[config.mk]
export PLATFORM = sky130hd
export DESIGN_NAME = fwmd_cell
export DESIGN_NICKNAME = d
export VERILOG_FILES = /design/src/hw/rtl/fwmd_pkg.sv /design/src/hw/rtl/fwmd_cell.sv
export SDC_FILE = /design/constraint.sdc
export NUM_CORES = 1
export LEC_CHECK = 0
export ABC_AREA = 1
export BUFFER_PORTS_ARGS = -buffer_cell sky130_fd_sc_hd__buf_4
export CELL_PAD_IN_SITES_DETAIL_PLACEMENT = 1
export CELL_PAD_IN_SITES_GLOBAL_PLACEMENT = 1
export CORE_MARGIN = 1
export CORE_UTILIZATION = 31
export DETAILED_ROUTE_END_ITERATION = 8
export PLACE_DENSITY_LB_ADDON = 0.05
export SLEW_MARGIN = 25
export SYNTH_ARGS = -nofsm -noshare
export SYNTH_HDL_FRONTEND = slang
export SYNTH_SLANG_ARGS = --single-unit
[constraint.sdc]
create_clock -name clk -period 1.45 [get_ports clk]
set_clock_uncertainty 0.1 [all_clocks]
set_input_delay 0.2175 -clock clk [delete_from_list [all_inputs] [get_ports clk]]
set_output_delay 0.2175 -clock clk [all_outputs]
set_load 0.02 [all_outputs]
[src/hw/rtl/fwmd_pkg.sv]
// ----------------------------------------------------------------------------
// fwmd_pkg
// constants and shared types of the fir with matched real-path delay
// ----------------------------------------------------------------------------
package fwmd_pkg;

  localparam int MAX_TAPS     = 64;
  localparam int SAMPLE_WIDTH = 16;
  localparam int COEF_WIDTH   = 16;
  localparam int ACC_W        = 64;

  localparam int TAP_COUNT_W  = 7;
  localparam int TAP_INDEX_W  = 6;
  localparam int CFG_IDX_W    = 2;

  localparam logic [CFG_IDX_W-1:0] REG_TAP_COUNT = 2'd0;
  localparam logic [CFG_IDX_W-1:0] REG_USE_AUX   = 2'd1;
  localparam logic [CFG_IDX_W-1:0] REG_TAP_INDEX = 2'd2;
  localparam logic [CFG_IDX_W-1:0] REG_TAP_VALUE = 2'd3;

  // control shared by every cell of the ring
  typedef struct packed {
    logic shift;
    logic rotate;
    logic coef_we;
  } cell_ctl_t;

  // control of the multiply-accumulate unit
  typedef struct packed {
    logic clear;
    logic mul_en;
  } mac_ctl_t;

endpackage

[src/hw/rtl/fwmd_cell.sv]
// ----------------------------------------------------------------------------
// fwmd_cell
// one ring cell: main sample, aux sample and tap, shift or rotate per cycle
// ----------------------------------------------------------------------------
module fwmd_cell #(
  parameter int SAMPLE_WIDTH = fwmd_pkg::SAMPLE_WIDTH,
  parameter int COEF_WIDTH   = fwmd_pkg::COEF_WIDTH
) (
  input  logic                           clk,
  input  logic                           rst_n,
  input  fwmd_pkg::cell_ctl_t            ctl,
  input  logic                           coef_hit,
  input  logic signed [SAMPLE_WIDTH-1:0] main_prev,
  input  logic signed [SAMPLE_WIDTH-1:0] aux_prev,
  input  logic signed [SAMPLE_WIDTH-1:0] main_next,
  input  logic signed [SAMPLE_WIDTH-1:0] aux_next,
  input  logic signed [COEF_WIDTH-1:0]   coef_next,
  input  logic signed [COEF_WIDTH-1:0]   coef_wdata,
  output logic signed [SAMPLE_WIDTH-1:0] main_q,
  output logic signed [SAMPLE_WIDTH-1:0] aux_q,
  output logic signed [COEF_WIDTH-1:0]   coef_q
);

  logic signed [SAMPLE_WIDTH-1:0] main_r;
  logic signed [SAMPLE_WIDTH-1:0] aux_r;
  logic signed [COEF_WIDTH-1:0]   coef_r;

  always_ff @(posedge clk) begin
    if (!rst_n) begin
      main_r <= '0;
      aux_r  <= '0;
      coef_r <= '0;
    end else begin
      if (ctl.shift) begin
        main_r <= main_prev;
        aux_r  <= aux_prev;
      end else if (ctl.rotate) begin
        main_r <= main_next;
        aux_r  <= aux_next;
      end
      if (ctl.rotate) begin
        coef_r <= coef_next;
      end else if (ctl.coef_we && coef_hit) begin
        coef_r <= coef_wdata;
      end
    end
  end

  assign main_q = main_r;
  assign aux_q  = aux_r;
  assign coef_q = coef_r;

endmodule

After elaboration in Yosys (flattened, before gate mapping)
Index checks and enable logic that the tools add are counted.
{"block": "word_totals", "output_inout_bits": 48, "inputBits": 102, "regBits": 48}
{"block": "classes", "reduce_logical": 3, "mux": 6}
{"cell": "$mux W16", "n": 6}
{"cell": "$reduce_bool A2 Y1", "n": 2}
{"cell": "$logic_and A1 B1 Y1", "n": 1}

Logic depth before layout (Yosys ltp)
{"block": "logic_depth", "ltp_word": 3, "ltp_mapped": 7, "ltp_nobuf": 5}

Worst setup path after synthesis
OpenSTA, ideal clock, no wires.
{"block": "synth_timing", "path_type": "in2reg", "startpoint": "in ctl[2] (netlist name)", "endpoint": "reg aux_r[15], in the netlist aux_q[15]", "path_stages": 7, "n_path_buf": 2, "setup_slack_ps": 427, "setup_time_ps": 109, "t_arrival_ps": 814, "path_cell_list": "buf_2 inv_2 buf_4 nand3_1 nand3_1 nand2_1 inv_1"}
{"block": "synth_via", "elab_chain_len": 1}
{"item": "start, declared", "line_no": "fwmd_cell.sv:11", "source": "input fwmd_pkg::cell_ctl_t ctl,"}
{"item": "$mux W16 or $reduce_bool A2 Y1 (tied branches)"}
{"item": "end signal, assigned", "line_no": "fwmd_cell.sv:36", "source": "aux_r <= aux_prev;"}
{"item": "end signal, assigned", "line_no": "fwmd_cell.sv:39", "source": "aux_r <= aux_next;"}
{"item": "end, declared", "line_no": "fwmd_cell.sv:25", "source": "logic signed [SAMPLE_WIDTH-1:0] aux_r;"}
Parallel ways exist; a longest one is shown, timed or not.
A chain may end at the register's enable or synchronous reset.

Worst setup path after layout
{"block": "layout_timing", "startpoint": "reg aux_r[0], in the netlist aux_q[0]", "endpoint": "out aux_q[0]"}
{"item": "end, declared", "line_no": "fwmd_cell.sv:20", "source": "output logic signed [SAMPLE_WIDTH-1:0] aux_q,"}
No word-level cell between the ends.

==> load_flow_metrics.sql <==
INSERT INTO impl_metrics (metric_group, metric, value, unit) VALUES
('critical_path', 'timing_worst_setup_path_type', 'register to output pin', ''),
('finish', 'finished_cell_area', '0.00382', 'sq mm'),
('finish', 'nets_final', '625', ''),
('grt', 'grt_first_pass_wirelength', '13.4', 'mm'),
('clock_tree', 'clk_pin_slew_worst_paths', '0.09', 'ns'),
('clock_tree', 'cts.htree.levels', '2', ''),
('critical_path', 'crit_path_end_kind', 'output pin', ''),
('placed_design', 'placement.cell_area', '0.00369', 'sq mm'),
('critical_path', 'cp.buffers_inverters', '1', ''),
('min_path', 'holdCritStartpoint', 'aux_prev[2]', ''),
('power', 'ir_worst_vdd', '0.397', 'mV'),
('routing', 'drtAntennaViolNets', '0', ''),
('logic_synthesis', 'yosys.area.top_type_share', '38.1', '%'),
('clock_tree', 'cts-hold-fix-buffers', '0', ''),
('grt', 'global_route.usage.total', '19.6', '%'),
('logic_synthesis', 'synth.top_cells.by_count', 'sky130_fd_sc_hd__nand2_1 (160), sky130_fd_sc_hd__nand3_1 (54), sky130_fd_sc_hd__dfxtp_1 (48)', ''),
('finish', 'post_route_cells_drive_above_1_share', '34.7', '%'),
('logic_synthesis', 'async_flop_share', '0', '%'),
('routing', 'finalWirelength', '7.90', 'mm'),
('timing', 'final_hold_violating_endpoints', '0', ''),
('critical_path', 'critical_path.top_delay_family', 'flip-flops', ''),
('finish', 'layout.area.seq', '961', 'sq um'),
('critical_path', 'critical_path.cell_chain', 'buf_4', ''),
('logic_synthesis', 'synthDistinctLibCells', '17', ''),
('grt', 'grt-ovfl-total', '0', ''),
('logic_synthesis', 'netlist_area', '0.00252', 'sq mm'),
('power', 'pwr_cell_area', '896', 'mW/mm^2'),
('routing', 'first_iter_violations', '83', ''),
('logic_synthesis', 'synth_enable_flop_cells', '0', ''),
('clock_tree', 'cts-buffers-inserted', '5', ''),
('logic_synthesis', 'postSynthAreaPerCell', '6.58', 'sq um'),
('routing', 'first_pass_iters', '4', ''),
('min_path', 'hold_path_end', 'aux_q[2]$_SDFFE_PN0P_', ''),
('timing', 'worst-slew-pin-transition', '0.463', 'ns'),
('logic_synthesis', 'synthTopCellsByArea', 'sky130_fd_sc_hd__dfxtp_1 (38%), sky130_fd_sc_hd__nand2_1 (24%), sky130_fd_sc_hd__nand3_1 (11%)', ''),
('timing', 'setup-violations-final', '0', ''),
('critical_path', 'r2r_setup_slack', '0.67', 'ns'),
('min_path', 'hold-path-cell-count', '5', ''),
('routing', 'dr_total_vias', '2877', ''),
('grt', 'vias_in_the_first_global_route', '2876', ''),
('finish', 'areaGrowthSynthToFinish', '51.5', '%'),
('critical_path', 'worst_setup_path_start_kind', 'register', ''),
('timing', 'timing.final.max_slew_violations', '0', ''),
('clock_tree', 'post-cts-setup-buffer-count', '0', ''),
('die', 'rows', '32', ''),
('logic_synthesis', 'synth_nets', '485', ''),
('logic_synthesis', 'synth-seq-cells', '48', ''),
('critical_path', 'r2r_start', 'coef_q[15]$_SDFFE_PN0P_', ''),
('logic_synthesis', 'syn-instance-count', '383', ''),
('logic_synthesis', 'synth_top_cell_by_area', 'sky130_fd_sc_hd__dfxtp_1', ''),
('clock_tree', 'ctsResizeCount', '0', ''),
('finish', 'multi_input_comb_area', '0.00124', 'sq mm'),
('logic_synthesis', 'postSynth.topFlopCell', 'sky130_fd_sc_hd__dfxtp_1', ''),
('die', 'dieHeight', '92.2', 'microns'),
('grt', 'grt_max_degree', '33', ''),
('die', 'core_area', '0.00781', 'sq mm'),
('clock_tree', 'cts_root_buffer', 'sky130_fd_sc_hd__clkbuf_8', ''),
('critical_path', 'critPathMaxStageDelay', '0.36', 'ns'),
('critical_path', 'reg2reg_depth', '3', ''),
('timing', 'min_period', '1.12', 'ns'),
('timing', 'clock.fmax', '893', 'MHz'),
('finish', 'antenna-diode-count', '0', ''),
('critical_path', 'required', '1.13', 'ns'),
('power', 'p_leak', '2.16', 'nW'),
('power', 'post-layout-total-power', '3.42', 'mW'),
('critical_path', 'crit_path_top_delay_cell', 'sky130_fd_sc_hd__dfxtp_1', ''),
('timing', 'fin_crit_sh', '77.3', '%'),
('placed_design', 'hpwlAfterDp', '5.89', 'mm'),
('clock_tree', 'cts_tree', 'yes', ''),
('timing', 'setup_tns', '0', 'ns'),
('run_status', 'status', 'completed', '');
cells by family (layout without fill, tap and decap cells):
group	Yosys count	count (layout)	share of synthesized area, %
compound gates	1	1	0.646
buf+inv	60	201	12.5
flops	48	48	38.1
simple gates	274	274	48.8
power breakdown:
| group | total (mW) | internal (mW) | switching (mW) |
|---|---|---|---|
| combinational | 0.897 | 0.442 | 0.454 |
| clock | 1.07 | 0.609 | 0.457 |
| sequential | 1.46 | 1.41 | 0.0472 |
state kept, by name, summed over array words and instances, names as in the netlist:
name    cells
aux_q      16
main_q     16
coef_q     16
area by class of cell:
| cell class | instances | share of cell area (%) |
|---|---|---|
| timing repair buffer | 159 | 32.2 |
| sequential | 48 | 25.2 |
| clock buffer | 7 | 2.52 |
| inverter | 34 | 3.34 |
| multi-input combinational | 275 | 32.6 |
| tap | 102 | 3.34 |
| clock inverter | 1 | 0.786 |
tightest hold or removal path: stages:
cell and delay, ns:
sky130_fd_sc_hd__buf_4 0.08, sky130_fd_sc_hd__nand2_1 0.04, sky130_fd_sc_hd__nand3_1 0.07, sky130_fd_sc_hd__nand2_1 0.04
sky130_fd_sc_hd__inv_1 0.04
metal layers:
layer  track usage (%)  routed length [microns]  share of wire (%)
met1              22.9                     3420                 43
met2              34.6                     3780                 48
met3              6.22                      619                7.8
met4              4.43                       89                1.1
met5                 0                        0                  0
per-stage QoR:
step / hold slack [ns] / std cells / util (%) / setup slack [ns]
2_1_floorplan: 0.317 / 383 / - / 0.427
6_report: 0.109 / 626 / 48.9 / 0.330
3_5_place_dp: 0.423 / 618 / 47.3 / 0.155
3_3_place_gp: 0.413 / 618 / 47.3 / 0.194
4_1_cts: 0.101 / 626 / 48.9 / 0.319
5_1_grt: 0.121 / 626 / 48.9 / 0.264
cells in the final DEF (no fill, tap or decap):
| master | instances |
|---|---|
| sky130_fd_sc_hd__dfxtp_1 | 48 |
| sky130_fd_sc_hd__bufinv_16 | 1 |
| sky130_fd_sc_hd__nand3_1 | 54 |
| sky130_fd_sc_hd__inv_2 | 2 |
| sky130_fd_sc_hd__inv_1 | 32 |
| sky130_fd_sc_hd__buf_12 | 3 |
| sky130_fd_sc_hd__nand3_2 | 10 |
| sky130_fd_sc_hd__a21oi_4 | 1 |
| sky130_fd_sc_hd__clkbuf_8 | 7 |
| sky130_fd_sc_hd__nand3b_1 | 16 |
| sky130_fd_sc_hd__nand2_1 | 160 |
| sky130_fd_sc_hd__buf_4 | 156 |
| sky130_fd_sc_hd__nor2_4 | 1 |
| sky130_fd_sc_hd__nand2_2 | 1 |
| sky130_fd_sc_hd__nor2_1 | 32 |
how the worst max path moves through the flow:
| stage | startpoint | to | depth (start not counted) |
|---|---|---|---|
| after floorplan | ctl[2] | aux_q[15]$_SDFFE_PN0P_ | 7 |
| after global placement | ctl[1] | coef_q[0]$_SDFFE_PN0P_ | 6 |
| after detailed placement | ctl[1] | aux_q[7]$_SDFFE_PN0P_ | 6 |
| after CTS | aux_q[0]$_SDFFE_PN0P_ | aux_q[0] | 1 |
| after global routing | main_q[0]$_SDFFE_PN0P_ | main_q[0] | 1 |
| final | aux_q[0]$_SDFFE_PN0P_ | aux_q[0] | 1 |
No activity file was read; power rests on OpenSTA's default activity.
