File: src/hw/rtl/fwmd_pkg.sv
// ----------------------------------------------------------------------------
// fwmd_pkg
// constants and shared types of the fir with matched real-path delay
// ----------------------------------------------------------------------------
package fwmd_pkg;

  localparam int MAX_TAPS     = 64;
  localparam int SAMPLE_WIDTH = 16;
  localparam int COEF_WIDTH   = 16;
  localparam int ACC_W        = 64;

  localparam int TAP_COUNT_W  = 7;
  localparam int TAP_INDEX_W  = 6;
  localparam int CFG_IDX_W    = 2;

  localparam logic [CFG_IDX_W-1:0] REG_TAP_COUNT = 2'd0;
  localparam logic [CFG_IDX_W-1:0] REG_USE_AUX   = 2'd1;
  localparam logic [CFG_IDX_W-1:0] REG_TAP_INDEX = 2'd2;
  localparam logic [CFG_IDX_W-1:0] REG_TAP_VALUE = 2'd3;

  // control shared by every cell of the ring
  typedef struct packed {
    logic shift;
    logic rotate;
    logic coef_we;
  } cell_ctl_t;

  // control of the multiply-accumulate unit
  typedef struct packed {
    logic clear;
    logic mul_en;
  } mac_ctl_t;

endpackage

File: src/hw/rtl/fwmd_mac.sv
// ----------------------------------------------------------------------------
// fwmd_mac
// registered multiply, saturating 64-bit accumulate, round and clip
// ----------------------------------------------------------------------------
module fwmd_mac #(
  parameter int SAMPLE_WIDTH = fwmd_pkg::SAMPLE_WIDTH,
  parameter int COEF_WIDTH   = fwmd_pkg::COEF_WIDTH
) (
  input  logic                           clk,
  input  logic                           rst_n,
  input  fwmd_pkg::mac_ctl_t             ctl,
  input  logic signed [SAMPLE_WIDTH-1:0] sample,
  input  logic signed [COEF_WIDTH-1:0]   coef,
  output logic signed [SAMPLE_WIDTH-1:0] result
);

  localparam int AW = fwmd_pkg::ACC_W;
  localparam int PW = SAMPLE_WIDTH + COEF_WIDTH;
  localparam logic [AW-1:0] RND = {{(AW-1){1'b0}}, 1'b1} << (COEF_WIDTH - 2);
  localparam logic [SAMPLE_WIDTH-1:0] S_MAX = {1'b0, {(SAMPLE_WIDTH-1){1'b1}}};
  localparam logic [SAMPLE_WIDTH-1:0] S_MIN = {1'b1, {(SAMPLE_WIDTH-1){1'b0}}};

  function automatic logic [AW-1:0] sat_add(input logic [AW-1:0] a, input logic [AW-1:0] b);
    logic [AW:0] s;
    s = {a[AW-1], a} + {b[AW-1], b};
    if (s[AW] != s[AW-1]) begin
      return s[AW] ? {1'b1, {(AW-1){1'b0}}} : {1'b0, {(AW-1){1'b1}}};
    end
    return s[AW-1:0];
  endfunction

  logic signed [PW-1:0] prod_r;
  logic                 vld_r;
  logic signed [AW-1:0] acc_r;
  logic signed [AW-1:0] acc_nxt;
  logic signed [AW-1:0] prod_ext;
  logic signed [AW-1:0] rnd;
  logic signed [AW-1:0] sh;
  logic                 fits;

  always_ff @(posedge clk) begin
    if (!rst_n) begin
      vld_r <= 1'b0;
    end else begin
      vld_r <= ctl.mul_en;
    end
  end

  always_ff @(posedge clk) begin
    prod_r <= sample * coef;
    acc_r  <= acc_nxt;
  end

  assign prod_ext = AW'(prod_r);

  always_comb begin
    acc_nxt = acc_r;
    if (ctl.clear) begin
      acc_nxt = '0;
    end else if (vld_r) begin
      acc_nxt = sat_add(acc_r, prod_ext);
    end
  end

  assign rnd  = sat_add(acc_r, RND);
  assign sh   = rnd >>> (COEF_WIDTH - 1);
  assign fits = (&sh[AW-1:SAMPLE_WIDTH-1]) || !(|sh[AW-1:SAMPLE_WIDTH-1]);

  assign result = fits ? sh[SAMPLE_WIDTH-1:0] : (sh[AW-1] ? S_MIN : S_MAX);

endmodule

File: config.mk
export PLATFORM = sky130hd
export DESIGN_NAME = fwmd_mac
export DESIGN_NICKNAME = d
export VERILOG_FILES = /design/src/hw/rtl/fwmd_pkg.sv /design/src/hw/rtl/fwmd_mac.sv
export SDC_FILE = /design/constraint.sdc
export NUM_CORES = 1
export LEC_CHECK = 0
export ABC_AREA = 1
export ABC_CLOCK_PERIOD_IN_PS = 11000
export BUFFER_PORTS_ARGS = -buffer_cell sky130_fd_sc_hd__buf_4
export CAP_MARGIN = 0
export CORE_MARGIN = 2
export CORE_UTILIZATION = 60
export CTS_BUF_LIST = sky130_fd_sc_hd__clkbuf_16
export DETAILED_ROUTE_END_ITERATION = 7
export PLACE_DENSITY = 0.79
export SLEW_MARGIN = 10
export SYNTH_ARGS = -nofsm -noshare
export SYNTH_HDL_FRONTEND = slang
export SYNTH_SLANG_ARGS = --single-unit
File: constraint.sdc
create_clock -name clk -period 11 [get_ports clk]
set_input_delay 1.1 -clock clk [delete_from_list [all_inputs] [get_ports clk]]
set_output_delay 1.1 -clock clk [all_outputs]
set_load 0.03 [all_outputs]
# --- After elaboration in Yosys (flattened, before gate mapping) ---
# Index checks and enable logic that the tools add are counted.
word_totals:
  reg_bits: 97
  in_bits: 36
  out_inout_bits: 16
  elab_cells: 24
op_classes:
  addsub: 2
  n_mul: 1
  eq_ne: 2
  muxes: 12
  reduce_logical: 4
ops:
  columns: ["operator", "count"]
  rows:
  - ["2-to-1 mux 64 bit", 6]
  - ["adder 64 x 16 -> 65 bit (second input constant)", 1]
  - ["adder 64 x 32 -> 65 bit", 1]
  - ["AND reduction 34 bit", 1]
  - ["OR reduction 34 bit", 1]
  - ["multiplier 16 x 16 -> 32 bit", 1]
  - ["2-to-1 mux 16 bit", 2]
  - ["2-to-1 mux 1 bit", 4]
  - ["!= test 1 bit", 2]
  - ["logical NOT 1 bit", 1]
  - ["logical OR 1 bit", 1]

# --- Longest topological paths before layout ---
# Gate-level depths: netlist of run 1.
logic_depth:
  ltp_word: 8
  ltp_mapped: 28
  depth_no_buf: 26

# --- Worst setup path before layout of run 1 ---
# Ideal clock, no wire load.
synth_path:
  kind: "input-to-reg"
  start: "in coef[5]"
  end: "reg prod_r[30]"
  setup_time_ns: 0.072
  arrival_ns: 6.755
  required_ns: 10.928
  path_slack_ns: 4.174
  stages: 23
  n_path_buf: 2
  cell_sequence: "clkbuf_1 -> clkbuf_1 -> nand2_1 -> fa_1 -> inv_1 -> fa_1 -> inv_1 -> fa_1 -> inv_1 -> fa_1 -> fa_1 -> inv_1 -> fa_1 -> inv_1 -> ha_1 -> nand2_1 -> inv_1 -> nand3_1 -> nor3_1 -> inv_1 -> o221a_2 -> o21ai_0 -> xor2_1"
synth_via:
  elab_chain_len: 1
synth_rtl:
  columns: ["element", "line_no", "text"]
  rows:
  - ["start: declaration", "fwmd_mac.sv:13", "input logic signed [COEF_WIDTH-1:0] coef,"]
  - ["multiplier 16 x 16 -> 32 bit", "fwmd_mac.sv:50", "prod_r <= sample * coef;"]
  - ["end signal: assignment", "fwmd_mac.sv:50", null]
  - ["end: declaration", "fwmd_mac.sv:32", "logic signed [PW-1:0] prod_r;"]
# No other way between the ends.
# A chain may end at the register's enable or synchronous reset.

# --- Worst setup path after layout of run 1 ---
layout_path:
  start: "in coef[15]"
  end: "reg prod_r[21]"
# Same word-level chain as after synthesis.

==> metrics.md, run 1 <==
| Metric | Value |
|---|---|
| GRT overflow | `0` |
| Placed insts | `about 3.4k` |
| Routed Antenna Nets | `0` |
| Mapped Area | `between 20000 and 25000 um2` |
| Placer congestion estimate | `between 0.9 and 1` |
| Via/cell ratio | `5.54` |
| Fillers | `about 3.2k` |
| Number of synthesized flops with an enable pin | `0` |
| Vias in the first global route | `19.3k` |
| Via count | `19.2k` |
| Area fraction of the dominant cell type after synthesis | `26.2%` |
| Top_reg_cell synth | `dfxtp_1` |
| GR Util All Layers | `35.2%` |
| Synthesized net count | `around 3.5k` |
| IO Port Bufs | `slightly above 50` |
| Largest net degree at the start of global routing | `66` |
| Crit path required time | `11300 ps` |
| DP HPWL | `50.2 mm` |
| Num rows | `67` |
| HP Class | `flip-flop to flip-flop` |
| Setup TNS | `0 ps` |
| Fin nets | `around 3.5k` |
| Area grow syn2layout | `4.31%` |
| Run status | `completed` |
| Max Used Layer | `met4` |
| Horiz. Die Dim | `187 um` |
| Met1 WL | `~24 mm` |
| Clk_skew | `11.0 ps` |
| Register area share after synthesis | `9.67%` |
| Initial antenna violation count | `0` |
| Final worst path period need | `6890 ps` |
| Routed wire length | `about 60 mm` |
| CTS tree | `built` |
| Routed WL per cell | `17.4 um` |
| Critical path type | `primary input to flip-flop` |
| CTS sink count | `97` |
| Clock root cell | `clkbuf_16` |
| Residual DRC | `0` |
| Postcts setup bufs | `0` |
| Worst-margin pin slew | `1090 ps` |
| Most common cell in the synthesized netlist | `nand2_1` |
| Core area | `between 30000 and 40000 um2` |
| Worst hold slack | `541 ps` |
| Routed length on met3 | `~3.4 mm` |
| Synth top area cells | `fa_1, nand2_1, inv_1, dfxtp_1, ha_1` |
| I/O pin count | `52` |
| Dominant cell type by area after synthesis | `fa_1` |
| Final max-slew violation count | `0` |
| Global-route wire length before repair | `98.4 mm` |
| CTS Buf Count | `9` |
| PostCTS Resize Cnt | `0` |
| Max Cap Viol | `0` |
| Yosys warns | `0` |
| RSZ-0062 raised after global routing | `false` |
| Worst setup EP type | `flip-flop` |
| Antenna cells | `0` |
| Wire length on met2 | `29.2 mm` |
| DRT Pass-1 Iters | `6` |
| Skew-Pair Late Insertion Delay | `about 370 ps` |
| Crit-path max FO | `17` |
| Layout cell share with drive strength beyond 1 | `between 3 and 4%` |
| Maximum clock rate | `145 MHz` |
| Chip Height | `187 um` |
| Layout Cells excl Fill | `between 3k and 4k` |
| Final Hold Vio Count | `0` |
| Startpoint Class | `primary input` |
| Top cells by count, synth | `nand2_1, inv_1, nor2_1` |
| Slew HR | `approximately a quarter` |
| Yosys cell types | `between 40 and 50` |
| CTS Hold Buffers Added | `0` |
| Seq cells post-synth | `between 90 and 100` |
| Initial DRC Count | `1536` |
| Final period util | `between 60% and 70%` |
| Synth Area per Inst | `6.62 um2` |
| Starting Density | `60.4%` |
| Post-synth ARST share | `0%` |
| Worst-path clk slew | `70 ps` |
| Die ar. | `35000 um2` |
| Htree depth | `3` |
| Mapped Cells | `3033` |
| # setup viols final | `0` |
| Critical path data arrival time | `a little over 7000 ps` |
| Longest Clk Path Bufs | `2` |
worst paths after layout:
kind	from	endpoint	slack [ps]	cells after the start
worst max-delay path	coef[15]	prod_r[21]$_DFF_P_	4110	19
worst max register to register	acc_r[0]$_SDFFE_PP0P_	acc_r[30]$_SDFFE_PP0P_	7040	17
worst min register to register	acc_r[8]$_SDFFE_PP0P_	acc_r[8]$_SDFFE_PP0P_	540	2
worst min-delay path	acc_r[8]$_SDFFE_PP0P_	acc_r[8]$_SDFFE_PP0P_	540	2
metal layers:
metal  vias up  global-route usage, %
met5         -                      0
met4         0                   17.7
met3       183                   3.43
met2       792                   62.0
met1      8986                   43.1
li1       9195                      -
critical path, cell delays in order:
cell	delay (ps)
buf_4	70
inv_1	270
or2_2	410
fa_1	520
fa_1	550
inv_1	60
fa_1	510
fa_1	530
fa_1	550
inv_1	60
fa_1	520
inv_1	40
ha_1	370
nand4_1	180
nor3_1	580
a21oi_1	230
o21a_1	280
o21ai_0	210
xor2_1	160
layout by cell type, fill, tap and decap left out, types with 4 or more instances in the layout:
| cell type | count |
|---|---|
| nand4_1 | 24 |
| buf_4 | 58 |
| nor2_1 | 271 |
| inv_1 | 621 |
| a21oi_1 | 197 |
| nor2_2 | 5 |
| nand3b_1 | 15 |
| xor2_1 | 57 |
| dfxtp_1 | 96 |
| ha_1 | 149 |
| fa_1 | 263 |
| a31oi_1 | 5 |
| a21boi_0 | 6 |
| o21bai_1 | 9 |
| xnor2_1 | 37 |
| a21o_1 | 9 |
| o211ai_1 | 5 |
| nand3_1 | 111 |
| nand2_1 | 827 |
| o21ai_0 | 163 |
| o21a_1 | 13 |
| and3_1 | 4 |
| nor3_1 | 19 |
| nor4_1 | 7 |
| clkbuf_16 | 9 |
per-stage QoR:
step	util, %	cell area (um2)	setup WS [ps]
floorplan	-	20100	4170
global placement	62.1	20700	3890
detailed placement	62.1	20700	3850
CTS	63.0	21000	4220
global route	63.0	21000	3980
finish	63.0	21000	4110
cells by family (layout without fill, tap and decap cells):
group	after synthesis	in the layout	share of synthesized area [%]
AO/OA/AOI/OAI	413	413	11.0
adder cells (fa/ha/maj)	412	412	35.5
AND/OR/NAND/NOR	1295	1295	26.0
buffers and inverters	722	697	13.7
flip-flops	97	97	9.67
XOR/XNOR	94	94	4.10
flip-flops by register name, summed over array words and instances, names as in the netlist:
signal  cells
acc_r      64
prod_r     32
vld_r       1
layout make-up:
class | instances | area, um2 | area share, %
inverter | 623 | 2340 | 11.2
clock inverter | 7 | 58.8 | 0.281
multi-input combinational | 2214 | 15400 | 73.5
clock buffer | 9 | 225 | 1.07
tap | 448 | 561 | 2.68
sequential | 97 | 1940 | 9.27
timing repair buffer | 58 | 435 | 2.08
Power of run 1 is not shown: default switching activity piles up to over one toggle a cycle in this logic, so the estimate is an artifact.
==> inputs of run 2 (changes only) <==
--- a/config.mk
+++ b/config.mk
@@ -5,8 +5,8 @@
 export SDC_FILE = /design/constraint.sdc
 export NUM_CORES = 1
 export LEC_CHECK = 0
-export ABC_AREA = 1
-export ABC_CLOCK_PERIOD_IN_PS = 11000
+export ABC_AREA = 0
+export ABC_CLOCK_PERIOD_IN_PS = 6500
 export BUFFER_PORTS_ARGS = -buffer_cell sky130_fd_sc_hd__buf_4
 export CAP_MARGIN = 0
 export CORE_MARGIN = 2
==> constraint.sdc (replaced) <==
create_clock -name clk -period 6.5 [get_ports clk]
set_input_delay 0.65 -clock clk [delete_from_list [all_inputs] [get_ports clk]]
set_output_delay 0.65 -clock clk [all_outputs]
set_load 0.03 [all_outputs]
==> metrics.md, run 2 <==
| Metric | Value |
|---|---|
| Run status | `completed` |
| Synth Area per Inst | `8.07 um2 (+22%)` |
| Hold path cells | `2 (unchanged)` |
| Via/cell ratio | `5.90 (+6.5%)` |
| Post-synthesis mux area share | `0.915% (+0.92 points)` |
| CTS tree | `built` |
| Via count | `16.1k (-16%)` |
| Area grow syn2layout | `5.46%` |
| Routed wire length | `47.1 mm (-22%)` |
| I/O pin count | `52 (unchanged)` |
| Top cells by count, synth | `inv_1, fa_1, nand2_1` |
| Global-route wire length before repair | `79.8 mm (-19%)` |
| Xor and xnor area share after synthesis | `6.31% (+2.2 points)` |
| Worst setup EP type | `flip-flop` |
| Fillers | `2633 (-17%)` |
| Hold path endpoint | `vld_r$_SDFF_PN0_` |
| Critical path data arrival time | `6420 ps (-780 ps)` |
| Biggest regs | `acc_r: 64 flops, prod_r: 32 flops, vld_r: 1 flops` |
| Worst reg-to-reg path cell count | `15 (-2)` |
| CTS sink count | `97 (unchanged)` |
| Post-synth ARST share | `0% (unchanged)` |
| Htree depth | `3 (unchanged)` |
| Die ar. | `32900 um2 (-5.9%)` |
| CTS Hold Buffers Added | `0 (unchanged)` |
| Number of synthesized flops with an enable pin | `0 (unchanged)` |
| Antenna cells | `0 (unchanged)` |
| Synthesized net count | `2787 (-20%)` |
| Synth Area in Simple Gates | `18.9% (-7.1 points)` |
| Most common cell in the synthesized netlist | `inv_1` |
| CP max stage delay | `570 ps (about the same)` |
| Seq cells post-synth | `97 (unchanged)` |
| Yosys cell types | `74 (+80%)` |
| GRT overflow | `0 (unchanged)` |
| Longest Clk Path Bufs | `2 (unchanged)` |
| GR Util All Layers | `29.6% (-5.6 points)` |
| Post-Synth Adder-Cell Area | `37.8% (+2.3 points)` |
| IO Port Bufs | `51 (unchanged)` |
| Initial antenna violation count | `0 (unchanged)` |
| Chip Height | `181 um (-3.0%)` |
| Horiz. Die Dim | `181 um (-3.0%)` |
| GR Layer Usage met1 | `37.9% (-5.3 points)` |
| Layout cell share with drive strength beyond 1 | `5.51% (+2.4 points)` |
| R2R Path End | `acc_r[41]$_SDFFE_PP0P_` |
| Commonest cells after routing, fill and taps aside | `inv_1, fa_1, nand2_1` |
| Fin nets | `2768 (-20%)` |
| Crit path required time | `6810 ps (-4490 ps)` |
| Busiest grt layer | `met2` |
| Initial DRC Count | `1266 (-18%)` |
| Residual DRC | `0 (unchanged)` |
| M2 GR Usage | `50.6% (-11 points)` |
| Maximum clock rate | `164 MHz` |
| Dominant cell type by area after synthesis | `fa_1` |
| PostCTS Resize Cnt | `0 (unchanged)` |
| Starting Density | `61.4% (+1.0 points)` |
| R2r setup slk | `1560 ps (-5480 ps)` |
| Min-delay src | `ctl[0]` |
| Synth top area cells | `fa_1, dfxtp_1, ha_1, inv_1, nand2_1` |
| Largest net degree at the start of global routing | `77 (+17%)` |
| Area fraction of the dominant cell type after synthesis | `27.9% (+1.7 points)` |
| Placer congestion estimate | `0.967 (-2.2%)` |
| Crit-path cells | `buf_4, and2_1, fa_1, inv_1, buf_4, fa_1, inv_1, fa_1, fa_1, fa_1, inv_1, fa_1, inv_1, ha_1, a21o_1, a21o_1, a21o_1, a21oi_1, o21ai_0, nor3_1, a21oi_1, a21o_1, a21oi_1, xnor2_1` |
| Critical path type | `primary input to flip-flop` |
| Setup TNS | `0 ps (unchanged)` |
| Max Cap Viol | `0 (unchanged)` |
| DP HPWL | `37.7 mm (-25%)` |
| Vias in the first global route | `16.5k (-15%)` |
| Mapped Cells | `2339 (-23%)` |
| Final period util | `94.0%` |
| Grt met3 use | `2.72% (-0.71 points)` |
| Mapped Area | `18900 um2 (-6.1%)` |
| CTS Buf Count | `9 (unchanged)` |
| DRT Pass-1 Iters | `5 (-1)` |
| Routed WL per cell | `17.3 um (-0.61%)` |
| RSZ-0062 raised after global routing | `false` |
| Num rows | `64 (-4.5%)` |
| Commonest non-fill, non-tap cell in the layout | `inv_1` |
| Startpoint Class | `primary input` |
| Slew HR | `27.5% (+0.83 points)` |
| Top_reg_cell synth | `dfxtp_1` |
| Largest family of logic cells by synthesized area | `adder cells` |
| Register area share after synthesis | `10.3% (+0.62 points)` |
| # setup viols final | `0 (unchanged)` |
| Postcts setup bufs | `0 (unchanged)` |
| Skew-Pair Late Insertion Delay | `370 ps (about the same)` |
| Clk_skew | `8.15 ps (-2.81 ps)` |
| Final worst path period need | `6110 ps` |
| Routed Antenna Nets | `0 (unchanged)` |
| Final max-slew violation count | `0 (unchanged)` |
| CP most frequent cell | `fa_1` |
| Worst-margin pin slew | `1080 ps (-8.19 ps)` |
| Worst-path clk slew | `80 ps (about the same)` |
| Compound-Gate Fraction of Synth Area | `16.1% (+5.1 points)` |
| Worst r2r src | `acc_r[0]$_SDFFE_PP0P_` |
| Clock root cell | `clkbuf_16` |
| Core area | `30700 um2 (-7.6%)` |
| Final Hold Vio Count | `0 (unchanged)` |
| Yosys warns | `0 (unchanged)` |
| Largest reg by FF count | `acc_r` |
| Max reg flops | `64 (unchanged)` |
| Slowest library cell on the worst path | `fa_1` |
| HP Class | `primary input to flip-flop` |
| Crit-path max FO | `6 (-11)` |
==> run 2: per-layer routing <==
layer	routed length (um)	up-vias
met5	0	-
met4	2390	0
met3	2350	119
met2	22100	524
met1	20300	7767
li1	-	7654
==> run 2: worst max-delay path, delay by kind of cell <==
kind / cells / cell delay, ps
and+or+nand+nor: 2 / 340
xor gates and xnor gates: 1 / 130
AOI/OAI and AO/OA: 8 / 1280
adders and majority gates: 7 / 3480
buffers and inverters: 6 / 540
==> run 2: kinds of logic (layout without fill, tap and decap cells) <==
group | after synthesis | after routing
adder cells (fa/ha/maj) | 412 | 412
flip-flops | 97 | 97
AO/OA/AOI/OAI | 484 | 484
AND/OR/NAND/NOR | 711 | 711
XOR/XNOR | 136 | 136
buffers and inverters | 482 | 468
multiplexers | 17 | 17
==> run 2: metrics by stage <==
step	cells	hold slack, ps	worst slack [ps]	cell area (um2)	util, %
floorplan	2339	465	182	18900	-
global placement	2705	473	102	19600	63.7
detailed placement	2705	487	3.20	19600	63.7
CTS	2721	486	378	19900	64.7
global route	2721	490	70.3	19900	64.7
finish	2721	485	387	19900	64.7
==> run 2: cell type report <==
type	count	area, um2	area share, %
clock buffers	9	225	1.13
well taps	396	495	2.49
flip-flops and latches	97	1940	9.76
inverters	362	1360	6.83
repair buffers	90	676	3.40
clock inverters	7	100	0.503
multi-input cells	1760	15100	75.9
==> run 2: worst max-delay path by stage <==
stage	end	from	cells past startpoint	slack [ps]
after global routing	prod_r[31]$_DFF_P_	sample[15]	26	70
after CTS	prod_r[31]$_DFF_P_	coef[3]	25	380
after detailed placement	prod_r[31]$_DFF_P_	coef[3]	25	3
after floorplan	prod_r[30]$_DFF_P_	sample[15]	25	180
final	prod_r[30]$_DFF_P_	sample[15]	24	390
after global placement	prod_r[30]$_DFF_P_	sample[15]	24	100
Power of run 2 is left out for the same reason.
==> inputs of run 3 (changes only) <==
--- a/config.mk
+++ b/config.mk
@@ -7,14 +7,14 @@
 export LEC_CHECK = 0
 export ABC_AREA = 0
 export ABC_CLOCK_PERIOD_IN_PS = 6500
-export BUFFER_PORTS_ARGS = -buffer_cell sky130_fd_sc_hd__buf_4
 export CAP_MARGIN = 0
-export CORE_MARGIN = 2
+export CORE_MARGIN = 3
 export CORE_UTILIZATION = 60
 export CTS_BUF_LIST = sky130_fd_sc_hd__clkbuf_16
 export DETAILED_ROUTE_END_ITERATION = 7
-export PLACE_DENSITY = 0.79
-export SLEW_MARGIN = 10
+export DONT_BUFFER_PORTS = 1
+export PLACE_DENSITY = 0.78
+export SLEW_MARGIN = 20
 export SYNTH_ARGS = -nofsm -noshare
 export SYNTH_HDL_FRONTEND = slang
 export SYNTH_SLANG_ARGS = --single-unit
==> metrics.md, run 3 (synthesized netlist as in run 2, its figures left out) <==
| Metric | Value |
|---|---|
| Run status | `completed` |
| Worst reg-to-reg path cell count | `13 (-2)` |
| Die ar. | `33600 um2 (+2.2%)` |
| Core area | `30800 um2 (+0.26%)` |
| Starting Density | `61.2% (-0.16 points)` |
| Via/cell ratio | `5.97 (+1.2%)` |
| Vias in the first global route | `16.5k (+0.28%)` |
| IO Port Bufs | `0 (-100%)` |
| Final worst path period need | `6100 ps (-17.6 ps)` |
| Clock root cell | `clkbuf_16` |
| Placer congestion estimate | `0.940 (-2.8%)` |
| Crit path to | `prod_r[31]$_DFF_P_` |
| Initial antenna violation count | `0 (unchanged)` |
| Worst setup EP type | `flip-flop` |
| Final period util | `93.8% (-0.27 points)` |
| GRT overflow | `0 (unchanged)` |
| Crit-path max FO | `7 (+1)` |
| Critical path data arrival time | `6390 ps (-30 ps)` |
| Worst-margin pin slew | `1010 ps (-74.0 ps)` |
| R2r setup slk | `1500 ps (-60 ps)` |
| I/O pin count | `52 (unchanged)` |
| GR Util All Layers | `29.3% (-0.37 points)` |
| Routed Antenna Nets | `0 (unchanged)` |
| Setup TNS | `0 ps (unchanged)` |
| Max reg flops | `64 (unchanged)` |
| Postcts setup bufs | `0 (unchanged)` |
| Hold path cells | `1 (-1)` |
| Horiz. Die Dim | `183 um (+1.1%)` |
| DP HPWL | `37.8 mm (+0.30%)` |
| Worst hold slack | `350 ps (-135 ps)` |
| # setup viols final | `0 (unchanged)` |
| Global-route wire length before repair | `80.8 mm (+1.3%)` |
| Antenna cells | `0 (unchanged)` |
| CTS sink count | `97 (unchanged)` |
| Critical path type | `primary input to flip-flop` |
| Via count | `15.8k (-1.5%)` |
| Startpoint Class | `primary input` |
| Largest reg by FF count | `acc_r` |
| Largest net degree at the start of global routing | `77 (unchanged)` |
| Crit path from | `coef[15]` |
| Final max-slew violation count | `0 (unchanged)` |
| Routed wire length | `47.3 mm (+0.34%)` |
| Slew HR | `32.4% (+5.0 points)` |
| CTS tree | `built` |
| Commonest non-fill, non-tap cell in the layout | `inv_1` |
| Fillers | `2621 (-0.46%)` |
| CTS Buf Count | `9 (unchanged)` |
| Num rows | `64 (unchanged)` |
| DRT Pass-1 Iters | `7 (+2)` |
| Fin nets | `2699 (-2.5%)` |
| Chip Height | `183 um (+1.1%)` |
| CTS Hold Buffers Added | `0 (unchanged)` |
| Skew-Pair Late Insertion Delay | `360 ps (about the same)` |
| Longest Clk Path Bufs | `2 (unchanged)` |
| RSZ-0062 raised after global routing | `false` |
| R2R Path End | `acc_r[59]$_SDFFE_PP0P_` |
| Biggest regs | `acc_r: 64 flops, prod_r: 32 flops, vld_r: 1 flops` |
| Max Cap Viol | `0 (unchanged)` |
| Clk_skew | `12.9 ps (+4.72 ps)` |
| Commonest cells after routing, fill and taps aside | `inv_1, fa_1, nand2_1` |
| Crit path required time | `6790 ps (-20 ps)` |
| Layout cell share with drive strength beyond 1 | `2.57% (-2.9 points)` |
| Area grow syn2layout | `2.50%` |
| Worst-path clk slew | `80 ps (about the same)` |
| Htree depth | `3 (unchanged)` |
| Routed WL per cell | `17.8 um (+3.0%)` |
| PostCTS Resize Cnt | `0 (unchanged)` |
| HP Class | `primary input to flip-flop` |
| Worst r2r src | `prod_r[31]$_DFF_P_` |
| Final Hold Vio Count | `0 (unchanged)` |
| Initial DRC Count | `1100 (-13%)` |
| Residual DRC | `0 (unchanged)` |
| Maximum clock rate | `164 MHz (+0.29%)` |
[run 3: worst min path at each step]
stage	startpoint	endpoint	slack, ps
6_report	ctl[1]	acc_r[62]$_SDFFE_PP0P_	350
5_1_grt	ctl[1]	acc_r[62]$_SDFFE_PP0P_	340
4_1_cts	ctl[1]	acc_r[62]$_SDFFE_PP0P_	350
3_5_place_dp	acc_r[5]$_SDFFE_PP0P_	acc_r[5]$_SDFFE_PP0P_	480
3_3_place_gp	acc_r[13]$_SDFFE_PP0P_	acc_r[13]$_SDFFE_PP0P_	470
2_1_floorplan	acc_r[10]$_SDFFE_PP0P_	acc_r[10]$_SDFFE_PP0P_	460
[run 3: layout make-up]
type / instances / area [um2] / share of cell area (%)
multi-input cells: 1760 / 15100 / 78.1
repair buffers: 21 / 158 / 0.815
well taps: 396 / 495 / 2.56
clock inverters: 6 / 60.1 / 0.311
clock buffers: 9 / 225 / 1.16
flip-flops and latches: 97 / 1940 / 10.0
inverters: 362 / 1360 / 7.03
[run 3: critical path, cell delays in order]
cell      delay [ps]
inv_1            200
nor2_1           100
fa_1             510
fa_1             520
fa_1             520
fa_1             510
fa_1             540
inv_1             50
fa_1             520
inv_1             40
ha_1             370
a21o_1           180
a21o_1           170
a21oi_1          170
o21ai_0          130
a21oi_1          150
o21ai_0          140
a21oi_1          290
a21o_1           200
o21bai_1          70
a21oi_1          190
xnor2_1          140
[run 3: per-stage QoR]
step           area [um2]  setup WS (ps)  util [%]  std cells
2_1_floorplan       18900            182         -       2339
3_5_place_dp        19100           69.4      61.8       2636
3_3_place_gp        19100            185      61.8       2636
6_report            19300            405      62.7       2651
5_1_grt             19300           61.3      62.7       2651
4_1_cts             19300            454      62.7       2651
[run 3: metal layers]
| layer | up-vias | routed length [um] | GRT usage (%) |
|---|---|---|---|
| met5 | - | 0 | 0 |
| met4 | 0 | 1940 | 11.0 |
| met3 | 116 | 2890 | 4.07 |
| met2 | 548 | 22700 | 50.8 |
| met1 | 7651 | 19800 | 37.3 |
| li1 | 7516 | - | - |
Power of run 3 is left out for the same reason.
